**config.mk**
```make
export PLATFORM = sky130hd
export DESIGN_NAME = three_axis_trapezoid_profile_unit
export DESIGN_NICKNAME = d
export VERILOG_FILES = /design/src/tatp_pkg.sv /design/src/three_axis_trapezoid_profile_unit.sv
export SDC_FILE = /design/constraint.sdc
export NUM_CORES = 2
export LEC_CHECK = 0
export BUFFER_PORTS_ARGS = -buffer_cell sky130_fd_sc_hd__buf_2
export CORE_MARGIN = 2
export CORE_UTILIZATION = 50
export DETAILED_ROUTE_END_ITERATION = 8
export GPL_TIMING_DRIVEN = 0
export PLACE_DENSITY_LB_ADDON = 0.08
export SETUP_SLACK_MARGIN = 0.05
export SLEW_MARGIN = 25
export SYNTH_ARGS = -nofsm -noshare
export SYNTH_HDL_FRONTEND = slang
export SYNTH_SLANG_ARGS = --single-unit
```
**constraint.sdc**
```tcl
create_clock -name clk_i -period 40.4 [get_ports clk_i]
set_input_delay 2.02 -clock clk_i [delete_from_list [all_inputs] [get_ports clk_i]]
set_output_delay 2.02 -clock clk_i [all_outputs]
set_load 0.01 [all_outputs]
```
**src/tatp_pkg.sv**
```systemverilog
`timescale 1ns / 1ps
// ----------------------------------------------------------------------------
// Trapezoid profile package
// Shared types, register indexes, and saturation and magnitude helpers.
// ----------------------------------------------------------------------------
package tatp_pkg;

  localparam int unsigned AXES = 3;
  localparam int unsigned AX_W = (AXES > 1) ? $clog2(AXES) : 1;

  // Configuration register indexes.
  localparam logic [1:0] REG_ACCEL_LIMIT = 2'd0;
  localparam logic [1:0] REG_SPEED_LIMIT = 2'd1;
  localparam logic [1:0] REG_TICK_RATE   = 2'd2;

  typedef struct packed {
    logic        command;
    logic [31:0] target_x;
    logic [31:0] target_y;
    logic [31:0] target_z;
  } in_beat_t;

  typedef struct packed {
    logic [31:0] pos_x;
    logic [31:0] pos_y;
    logic [31:0] pos_z;
    logic [31:0] vel_x;
    logic [31:0] vel_y;
    logic [31:0] vel_z;
    logic [31:0] acc_x;
    logic [31:0] acc_y;
    logic [31:0] acc_z;
    logic [2:0]  arrived_mask;
  } out_beat_t;

  // Clamp a 34-bit signed sum into the 32-bit signed range.
  function automatic logic [31:0] sat32(input logic [33:0] x);
    logic [31:0] r;
    if (!x[33] && (x[32:31] != 2'b00)) begin
      r = 32'h7FFF_FFFF;
    end else if (x[33] && (x[32:31] != 2'b11)) begin
      r = 32'h8000_0000;
    end else begin
      r = x[31:0];
    end
    return r;
  endfunction

  // Magnitude of a 32-bit signed value as unsigned.
  function automatic logic [31:0] abs32(input logic [31:0] x);
    return x[31] ? (~x + 32'd1) : x;
  endfunction

endpackage

```
**src/three_axis_trapezoid_profile_unit.sv**
```systemverilog
`timescale 1ns / 1ps
// ----------------------------------------------------------------------------
// Three-axis trapezoid profile unit
// Steps a reference point on each axis toward its target per control tick,
// or loads the targets as positions on a load command.
// Sequencing: a load command walks the axes in the setup state; an advance takes
// each axis through up to four divisions on the shared radix-2 restoring
// divider. Input: a new beat is accepted only while idle, after the last one
// has ended; the next beat is taken while a result waits.
// Reset: positions, velocities, accelerations and done bits clear to zero,
// registers take their defaults.
module three_axis_trapezoid_profile_unit
  import tatp_pkg::*;
#(
  parameter int unsigned FRAC_BITS = 16
) (
  input  logic        clk_i,
  input  logic        rst_ni,
  input  logic        cfg_we_i,
  input  logic [1:0]  cfg_idx_i,
  input  logic [30:0] cfg_wdata_i,
  input  logic        in_valid_i,
  output logic        in_ready_o,
  input  in_beat_t    in_data_i,
  output logic        out_valid_o,
  input  logic        out_ready_i,
  output out_beat_t   out_data_o
);

  localparam longint unsigned ONE_Q   = 64'd1 << FRAC_BITS;
  localparam longint unsigned EPS_RAW = (ONE_Q + 500) / 1000;
  localparam logic [32:0] EPS  = (EPS_RAW > 0) ? 33'(EPS_RAW) : 33'd1;
  localparam logic [31:0] VEPS = 32'((ONE_Q + 5) / 10);

  typedef enum logic [10:0] {
    S_IDLE  = 11'b00000000001,
    S_SETUP = 11'b00000000010,
    S_SQ    = 11'b00000000100,
    S_DIV   = 11'b00000001000,
    S_STOP  = 11'b00000010000,
    S_BRAKE = 11'b00000100000,
    S_ACC   = 11'b00001000000,
    S_VEL   = 11'b00010000000,
    S_VDIV  = 11'b00100000000,
    S_POS   = 11'b01000000000,
    S_DONE  = 11'b10000000000
  } state_e;

  state_e      state_q, ret_q;
  logic [30:0] accel_q, speed_q;
  logic [9:0]  rate_q;
  logic        cmd_q;
  logic [31:0] tgt_q [AXES];
  logic [31:0] pos_q [AXES];
  logic [31:0] vel_q [AXES];
  logic [31:0] acc_q [AXES];
  logic [AXES-1:0] done_q;
  logic [AX_W-1:0] ax_q;
  logic [32:0] d_q, absd_q;
  logic [31:0] absv_q;
  logic [63:0] v2_q;
  logic [33:0] rem_q, dsr_q;
  logic [63:0] quo_q;
  logic [5:0]  cnt_q;
  logic        out_valid_q;
  out_beat_t   out_q;

  // Effective limits: zero is used as one.
  logic [30:0] a_eff;
  logic [9:0]  rate_eff;
  assign a_eff    = (accel_q == '0) ? 31'd1 : accel_q;
  assign rate_eff = (rate_q == '0) ? 10'd1 : rate_q;

  // Current axis operands.
  logic [31:0] cur_p, cur_t, cur_v, cur_a;
  logic [32:0] cur_d, cur_absd;
  logic [31:0] cur_absv;
  logic        last_ax;
  assign cur_p    = pos_q[ax_q];
  assign cur_t    = tgt_q[ax_q];
  assign cur_v    = vel_q[ax_q];
  assign cur_a    = acc_q[ax_q];
  assign cur_d    = {cur_t[31], cur_t} - {cur_p[31], cur_p};
  assign cur_absd = cur_d[32] ? (~cur_d + 33'd1) : cur_d;
  assign cur_absv = abs32(cur_v);
  assign last_ax  = (ax_q == AX_W'(AXES - 1));

  // One restoring divider step.
  logic [34:0] rem_sh;
  logic        div_ge;
  logic [34:0] rem_sub;
  assign rem_sh  = {rem_q, quo_q[63]};
  assign div_ge  = (rem_sh >= {1'b0, dsr_q});
  assign rem_sub = rem_sh - {1'b0, dsr_q};

  // Braking magnitude, clamped to 2^31, signed against the distance.
  logic [31:0] brake_m, brake_acc;
  assign brake_m   = (quo_q > 64'h8000_0000) ? 32'h8000_0000 : quo_q[31:0];
  assign brake_acc = !d_q[32] ? (~brake_m + 32'd1)
                              : (brake_m[31] ? 32'h7FFF_FFFF : brake_m);

  // Signed quotient for the integration steps.
  logic [33:0] q_pos, q_neg;
  assign q_pos = {1'b0, quo_q[32:0]};
  assign q_neg = ~q_pos + 34'd1;

  logic [33:0] vel_sum, pos_sum;
  assign vel_sum = {cur_v[31], cur_v[31], cur_v} + (cur_a[31] ? q_neg : q_pos);
  assign pos_sum = {cur_p[31], cur_p[31], cur_p} + (cur_v[31] ? q_neg : q_pos);

  assign in_ready_o  = (state_q == S_IDLE);
  assign out_valid_o = out_valid_q;
  assign out_data_o  = out_q;

  // Configuration registers.
  always_ff @(posedge clk_i or negedge rst_ni) begin
    if (!rst_ni) begin
      accel_q <= 31'd65536;
      speed_q <= 31'd65536;
      rate_q  <= 10'd30;
    end else if (cfg_we_i) begin
      unique case (cfg_idx_i)
        REG_ACCEL_LIMIT: accel_q <= cfg_wdata_i;
        REG_SPEED_LIMIT: speed_q <= cfg_wdata_i;
        REG_TICK_RATE:   rate_q  <= cfg_wdata_i[9:0];
        default: ;
      endcase
    end
  end

  // Sequencer, shared divider and axis state.
  always_ff @(posedge clk_i or negedge rst_ni) begin
    if (!rst_ni) begin
      state_q     <= S_IDLE;
      ret_q       <= S_IDLE;
      ax_q        <= '0;
      done_q      <= '0;
      out_valid_q <= 1'b0;
      cnt_q       <= '0;
      for (int i = 0; i < AXES; i++) begin
        pos_q[i] <= '0;
        vel_q[i] <= '0;
        acc_q[i] <= '0;
      end
    end else begin
      // The result beat leaves; the done state refills the slot itself.
      if (out_valid_q && out_ready_i && (state_q != S_DONE)) begin
        out_valid_q <= 1'b0;
      end
      unique case (state_q)
        S_IDLE: begin
          if (in_valid_i) begin
            cmd_q    <= in_data_i.command;
            tgt_q[0] <= in_data_i.target_x;
            tgt_q[1] <= in_data_i.target_y;
            tgt_q[2] <= in_data_i.target_z;
            ax_q     <= '0;
            state_q  <= S_SETUP;
          end
        end
        S_SETUP: begin
          if (cmd_q) begin
            pos_q[ax_q] <= cur_t;
            state_q     <= last_ax ? S_DONE : S_SETUP;
            ax_q        <= ax_q + AX_W'(1);
          end else if (cur_absd < EPS) begin
            // Near the target: snap only when slow enough.
            if (cur_absv < VEPS) begin
              pos_q[ax_q]  <= cur_t;
              vel_q[ax_q]  <= '0;
              acc_q[ax_q]  <= '0;
              done_q[ax_q] <= 1'b1;
            end
            state_q <= last_ax ? S_DONE : S_SETUP;
            ax_q    <= ax_q + AX_W'(1);
          end else begin
            done_q[ax_q] <= 1'b0;
            d_q          <= cur_d;
            absd_q       <= cur_absd;
            absv_q       <= cur_absv;
            state_q      <= S_SQ;
          end
        end
        S_SQ: begin
          // Stopping distance v^2 / 2a.
          v2_q    <= absv_q * absv_q;
          quo_q   <= absv_q * absv_q;
          rem_q   <= '0;
          dsr_q   <= {2'b00, a_eff, 1'b0};
          cnt_q   <= '1;
          ret_q   <= S_STOP;
          state_q <= S_DIV;
        end
        S_DIV: begin
          rem_q <= div_ge ? rem_sub[33:0] : rem_sh[33:0];
          quo_q <= {quo_q[62:0], div_ge};
          cnt_q <= cnt_q - 6'd1;
          if (cnt_q == '0) begin
            state_q <= ret_q;
          end
        end
        S_STOP: begin
          if (quo_q >= {31'b0, absd_q}) begin
            quo_q   <= v2_q;
            rem_q   <= '0;
            dsr_q   <= {absd_q, 1'b0};
            cnt_q   <= '1;
            ret_q   <= S_BRAKE;
            state_q <= S_DIV;
          end else if ({1'b0, absv_q} > {2'b00, speed_q}) begin
            acc_q[ax_q] <= '0;
            state_q     <= S_ACC;
          end else begin
            acc_q[ax_q] <= !d_q[32] ? {1'b0, a_eff} : (~{1'b0, a_eff} + 32'd1);
            state_q     <= S_ACC;
          end
        end
        S_BRAKE: begin
          acc_q[ax_q] <= brake_acc;
          state_q     <= S_ACC;
        end
        S_ACC: begin
          quo_q   <= {32'b0, abs32(cur_a)};
          rem_q   <= '0;
          dsr_q   <= {24'b0, rate_eff};
          cnt_q   <= '1;
          ret_q   <= S_VEL;
          state_q <= S_DIV;
        end
        S_VEL: begin
          vel_q[ax_q] <= sat32(vel_sum);
          state_q     <= S_VDIV;
        end
        S_VDIV: begin
          quo_q   <= {32'b0, abs32(cur_v)};
          rem_q   <= '0;
          dsr_q   <= {24'b0, rate_eff};
          cnt_q   <= '1;
          ret_q   <= S_POS;
          state_q <= S_DIV;
        end
        S_POS: begin
          pos_q[ax_q] <= sat32(pos_sum);
          state_q     <= last_ax ? S_DONE : S_SETUP;
          ax_q        <= ax_q + AX_W'(1);
        end
        S_DONE: begin
          if (!out_valid_q || out_ready_i) begin
            out_q.pos_x        <= pos_q[0];
            out_q.pos_y        <= pos_q[1];
            out_q.pos_z        <= pos_q[2];
            out_q.vel_x        <= vel_q[0];
            out_q.vel_y        <= vel_q[1];
            out_q.vel_z        <= vel_q[2];
            out_q.acc_x        <= acc_q[0];
            out_q.acc_y        <= acc_q[1];
            out_q.acc_z        <= acc_q[2];
            out_q.arrived_mask <= done_q;
            out_valid_q        <= 1'b1;
            state_q            <= S_IDLE;
          end
        end
        default: state_q <= S_IDLE;
      endcase
    end
  end

`ifndef ASSERT_OFF
  a_onehot: assert property (@(posedge clk_i) disable iff (!rst_ni) $onehot(state_q))
    else $error("sequencer state is not one-hot");
  a_busy: assert property (@(posedge clk_i) disable iff (!rst_ni)
    in_valid_i && in_ready_o |=> !in_ready_o)
    else $error("ready after accepting a beat");
  a_rem: assert property (@(posedge clk_i) disable iff (!rst_ni)
    (state_q == S_DIV) |-> (rem_q < dsr_q))
    else $error("divider remainder not below divisor");
  a_done: assert property (@(posedge clk_i) disable iff (!rst_ni)
    (state_q == S_IDLE) |=> $stable(done_q))
    else $error("done bits changed while idle");
`endif

endmodule
```
==> results by group <==
Routing
  • WL/cell: 27.4 µm
  • Antenna viol nets, final: 0
  • Detailed-router iteration count before antenna repair: 6
  • DR DRC count: 0
  • Initial DRC Count: 7,652
  • Aggregate routed wire length: 300 mm
  • Vias per cell: 5.98
  • Vias: 65,600

Global route
  • Via count of the first global-routing pass: 64,800
  • Total grt overflow: 0
  • Initial antenna violation count: 24
  • Global Route Usage Sum: 0.350
  • First-pass GRT wire length: 434 mm
  • Largest net degree at the start of global routing: 87

Placement
  • Routability cong.: 0.998
  • HPWL after DPL: 244 mm
  • Placement Setup Slack: 26.54 ns
  • Cells after DPL: 10,800
  • Area after DPL: 89,500 µm²
  • Port Buf Inserts: 427

STA
  • Setup ws final: 26.22 ns
  • Max Freq: 70.5 MHz
  • Final setup violating endpoints: 0
  • Min Clock Period, post-route: 14.18 ns
  • TNS Setup: 0 ns
  • Slew headroom: 0.171
  • Worst Skew: 0.0342 ns
  • Worst Tran Pin Value: 1.24 ns
  • Final Hold Viols: 0
  • Fin crit share: 0.351
  • Max-slew violation count: 0
  • RSZ-0062 raised after global routing: no

Yosys
  • Largest family of logic cells by synthesized area: adder cells
  • Simple-Gate Fraction of Synth Area: 0.111
  • Xor-xnor portion of the synthesized cell area: 0.0409
  • Synth Area in Compound Gates: 0.115
  • Mux share of post-synthesis cell area: 0.0461
  • Adder-cell share of the synthesized area: 0.265
  • Synth top area cells: edfxtp_1, fa_1, dfrtp_1
  • Number of flops mapped to enable cells by yosys: 649
  • Yosys Warn Count: 0
  • Most used DFF post-synth: edfxtp_1
  • Area leader, netlist: edfxtp_1
  • Share of the synthesized area in the top cell type: 0.233
  • Synthesized Nets: 9,512
  • Unique masters post-synth: 89
  • Commonest cells in the netlist: inv_1, fa_1, nand2_1, edfxtp_1, ha_1
  • FF+latch count, synth: 1,037
  • Mapped Cells: 8,081
  • Mapped cell area: 83,700 µm²
  • Top-count cell post-synth: inv_1
  • Post-synthesis async set-or-reset flop share: 0.374
  • Avg Synthesized Cell Area: 10.4 µm²
  • Register area share after synthesis: 0.349

Critical path
  • Data required time of the worst path: 41.02 ns
  • R2R setup slack: 26.22 ns
  • Critical R2R Capture: pos_q[85]$_DFFE_PN0P_
  • Crit-path slowest cell: clkbuf_1
  • Crit start category: flop
  • CP bufs+invs: 14
  • Critical path's largest stage delay: 0.85 ns
  • Crit path top cell by count: clkbuf_1
  • Critical path fanouts, max: 10
  • Worst path arrival time: 14.81 ns
  • Crit. End Element: flop
  • Worst R2R Path Depth: 32
  • Setup CP Type: flop to flop
  • Crit-path leading delay family: buffers and inverters
  • Reg2Reg Launch Point: ax_q[0]$_DFFE_PN0P_

Die
  • Chip Height: 413 µm
  • Total die area: 171,000 µm²
  • Die width: 413 µm
  • Io pins: 428
  • Starting density of the core: 0.502
  • Placeable Area: 167,000 µm²
  • Std-Cell Rows: 150

CTS
  • CTS resizes: 0
  • Root buf cell: clkbuf_16
  • Clock sinks: 1,037
  • Worst-skew pair later-pin latency: 0.75 ns
  • Num CTS Buffers: 106
  • Clk buf depth: 3
  • CTS hold repair buffers: 0
  • Setup bufs post-CTS: 0
  • H-tree level count: 3
  • CTS tree: yes
  • Reg clk slew, reported paths: 0.07 ns

Cells and area
  • Register area: 29,200 µm²
  • Area Growth Syn to Fin: 11.4%
  • Nets: 10,100
  • Fin area: 93,300 µm²
  • Layout cells sized above 1: 0.107
  • Final cell count without fillers: 11,000
  • Multi-input gate area: 48,500 µm²
  • Filler cells: 14,800

Worst hold path
  • Hold EP: out_data_o[1]$_DFFE_PP_
  • Worst Hold Class: flop to flop
  • Hold depth: 0

Outcome
  • Status: complete, no violations

Run
  • Max cap viols: 0
-- final cells by class --
class	count	area share
diodes	15	0.000402
repair buffers	466	0.0321
plain buffers	396	0.0167
multi-input cells	5433	0.520
well taps	2204	0.0296
clock inverters	65	0.00829
clock buffers	136	0.0311
inverters	1215	0.0489
flip-flops and latches	1037	0.313
-- layout by cell type, fill, tap and decap left out, types with 33 or more instances in the layout --
| master | instances |
|---|---|
| and2_1 | 250 |
| o22ai_1 | 44 |
| and3_1 | 39 |
| nand4_1 | 59 |
| edfxtp_1 | 649 |
| ha_1 | 502 |
| o21a_1 | 33 |
| nand3_1 | 139 |
| nand2_1 | 734 |
| buf_1 | 43 |
| inv_1 | 1211 |
| o211ai_1 | 36 |
| a22o_1 | 64 |
| xor2_1 | 168 |
| mux2_2 | 177 |
| a2bb2oi_1 | 103 |
| nor3_1 | 95 |
| buf_2 | 449 |
| o21bai_1 | 35 |
| nor2_1 | 357 |
| a21o_1 | 154 |
| a21oi_1 | 325 |
| nor2b_1 | 43 |
| fa_1 | 794 |
| xnor2_1 | 221 |
| nor4_1 | 34 |
| a31oi_1 | 66 |
| clkbuf_16 | 108 |
| mux2i_1 | 171 |
| a22oi_1 | 40 |
| dfrtp_1 | 380 |
| nand2b_1 | 39 |
| clkbuf_1 | 335 |
| o21ai_0 | 284 |
-- worst register-to-register path: cells and delay by family, from the launching register on --
family | cells | cell delay [ns]
AOI/OAI and AO/OA | 5 | 1.75
xor gates and xnor gates | 1 | 0.18
adders and majority gates | 2 | 0.78
buffers and inverters | 14 | 6.89
DFF | 1 | 0.36
muxes | 2 | 0.50
and+or+nand+nor | 8 | 3.61
-- worst max-delay path by stage --
stage	from	to	slack (ns)	depth (start not counted)
after floorplan	out_ready_i	out_data_o[0]$_DFFE_PP_	25.08	3
after global placement	rst_ni	out_data_o[253]$_DFFE_PP_	12.68	3
after detailed placement	ax_q[0]$_DFFE_PN0P_	pos_q[30]$_DFFE_PN0P_	26.54	32
after CTS	ax_q[0]$_DFFE_PN0P_	pos_q[17]$_DFFE_PN0P_	26.48	32
after global routing	ax_q[0]$_DFFE_PN0P_	vel_q[59]$_DFFE_PN0P_	25.93	34
final	ax_q[0]$_DFFE_PN0P_	pos_q[85]$_DFFE_PN0P_	26.22	32
-- registers in the layout (all words and copies together), names as in the netlist, 63 cells and up, named ones only --
| register | flops |
|---|---|
| acc_q | 96 |
| out_data_o | 291 |
| pos_q | 96 |
| quo_q | 64 |
| tgt_q | 96 |
| v2_q | 63 |
| vel_q | 96 |
-- cell families after synthesis --
family                   after synthesis
XOR/XNOR                             390
AO/OA/AOI/OAI                       1445
multiplexers                         362
AND/OR/NAND/NOR                     1940
buffers and inverters               1611
flip-flops                          1037
adder cells (fa/ha/maj)             1296
-- per-layer routing --
metal	global-route usage	vias to the layer above	wire length (µm)
met5	0	-	67
met4	0.116	10	12200
met3	0.0865	585	30700
met2	0.522	3279	131000
met1	0.499	33300	127000
li1	-	28500	-
-- stage by stage --
stage / hold WS (ns) / utilization
global placement: 0.434 / 0.532
finish: 0.458 / 0.560
CTS: 0.453 / 0.559
global route: 0.473 / 0.559
floorplan: 0.426 / -
detailed placement: 0.435 / 0.537
Power is left out: the tool's default activity adds up to more than one toggle a clock period on the data nets, which glitch-free logic cannot reach.
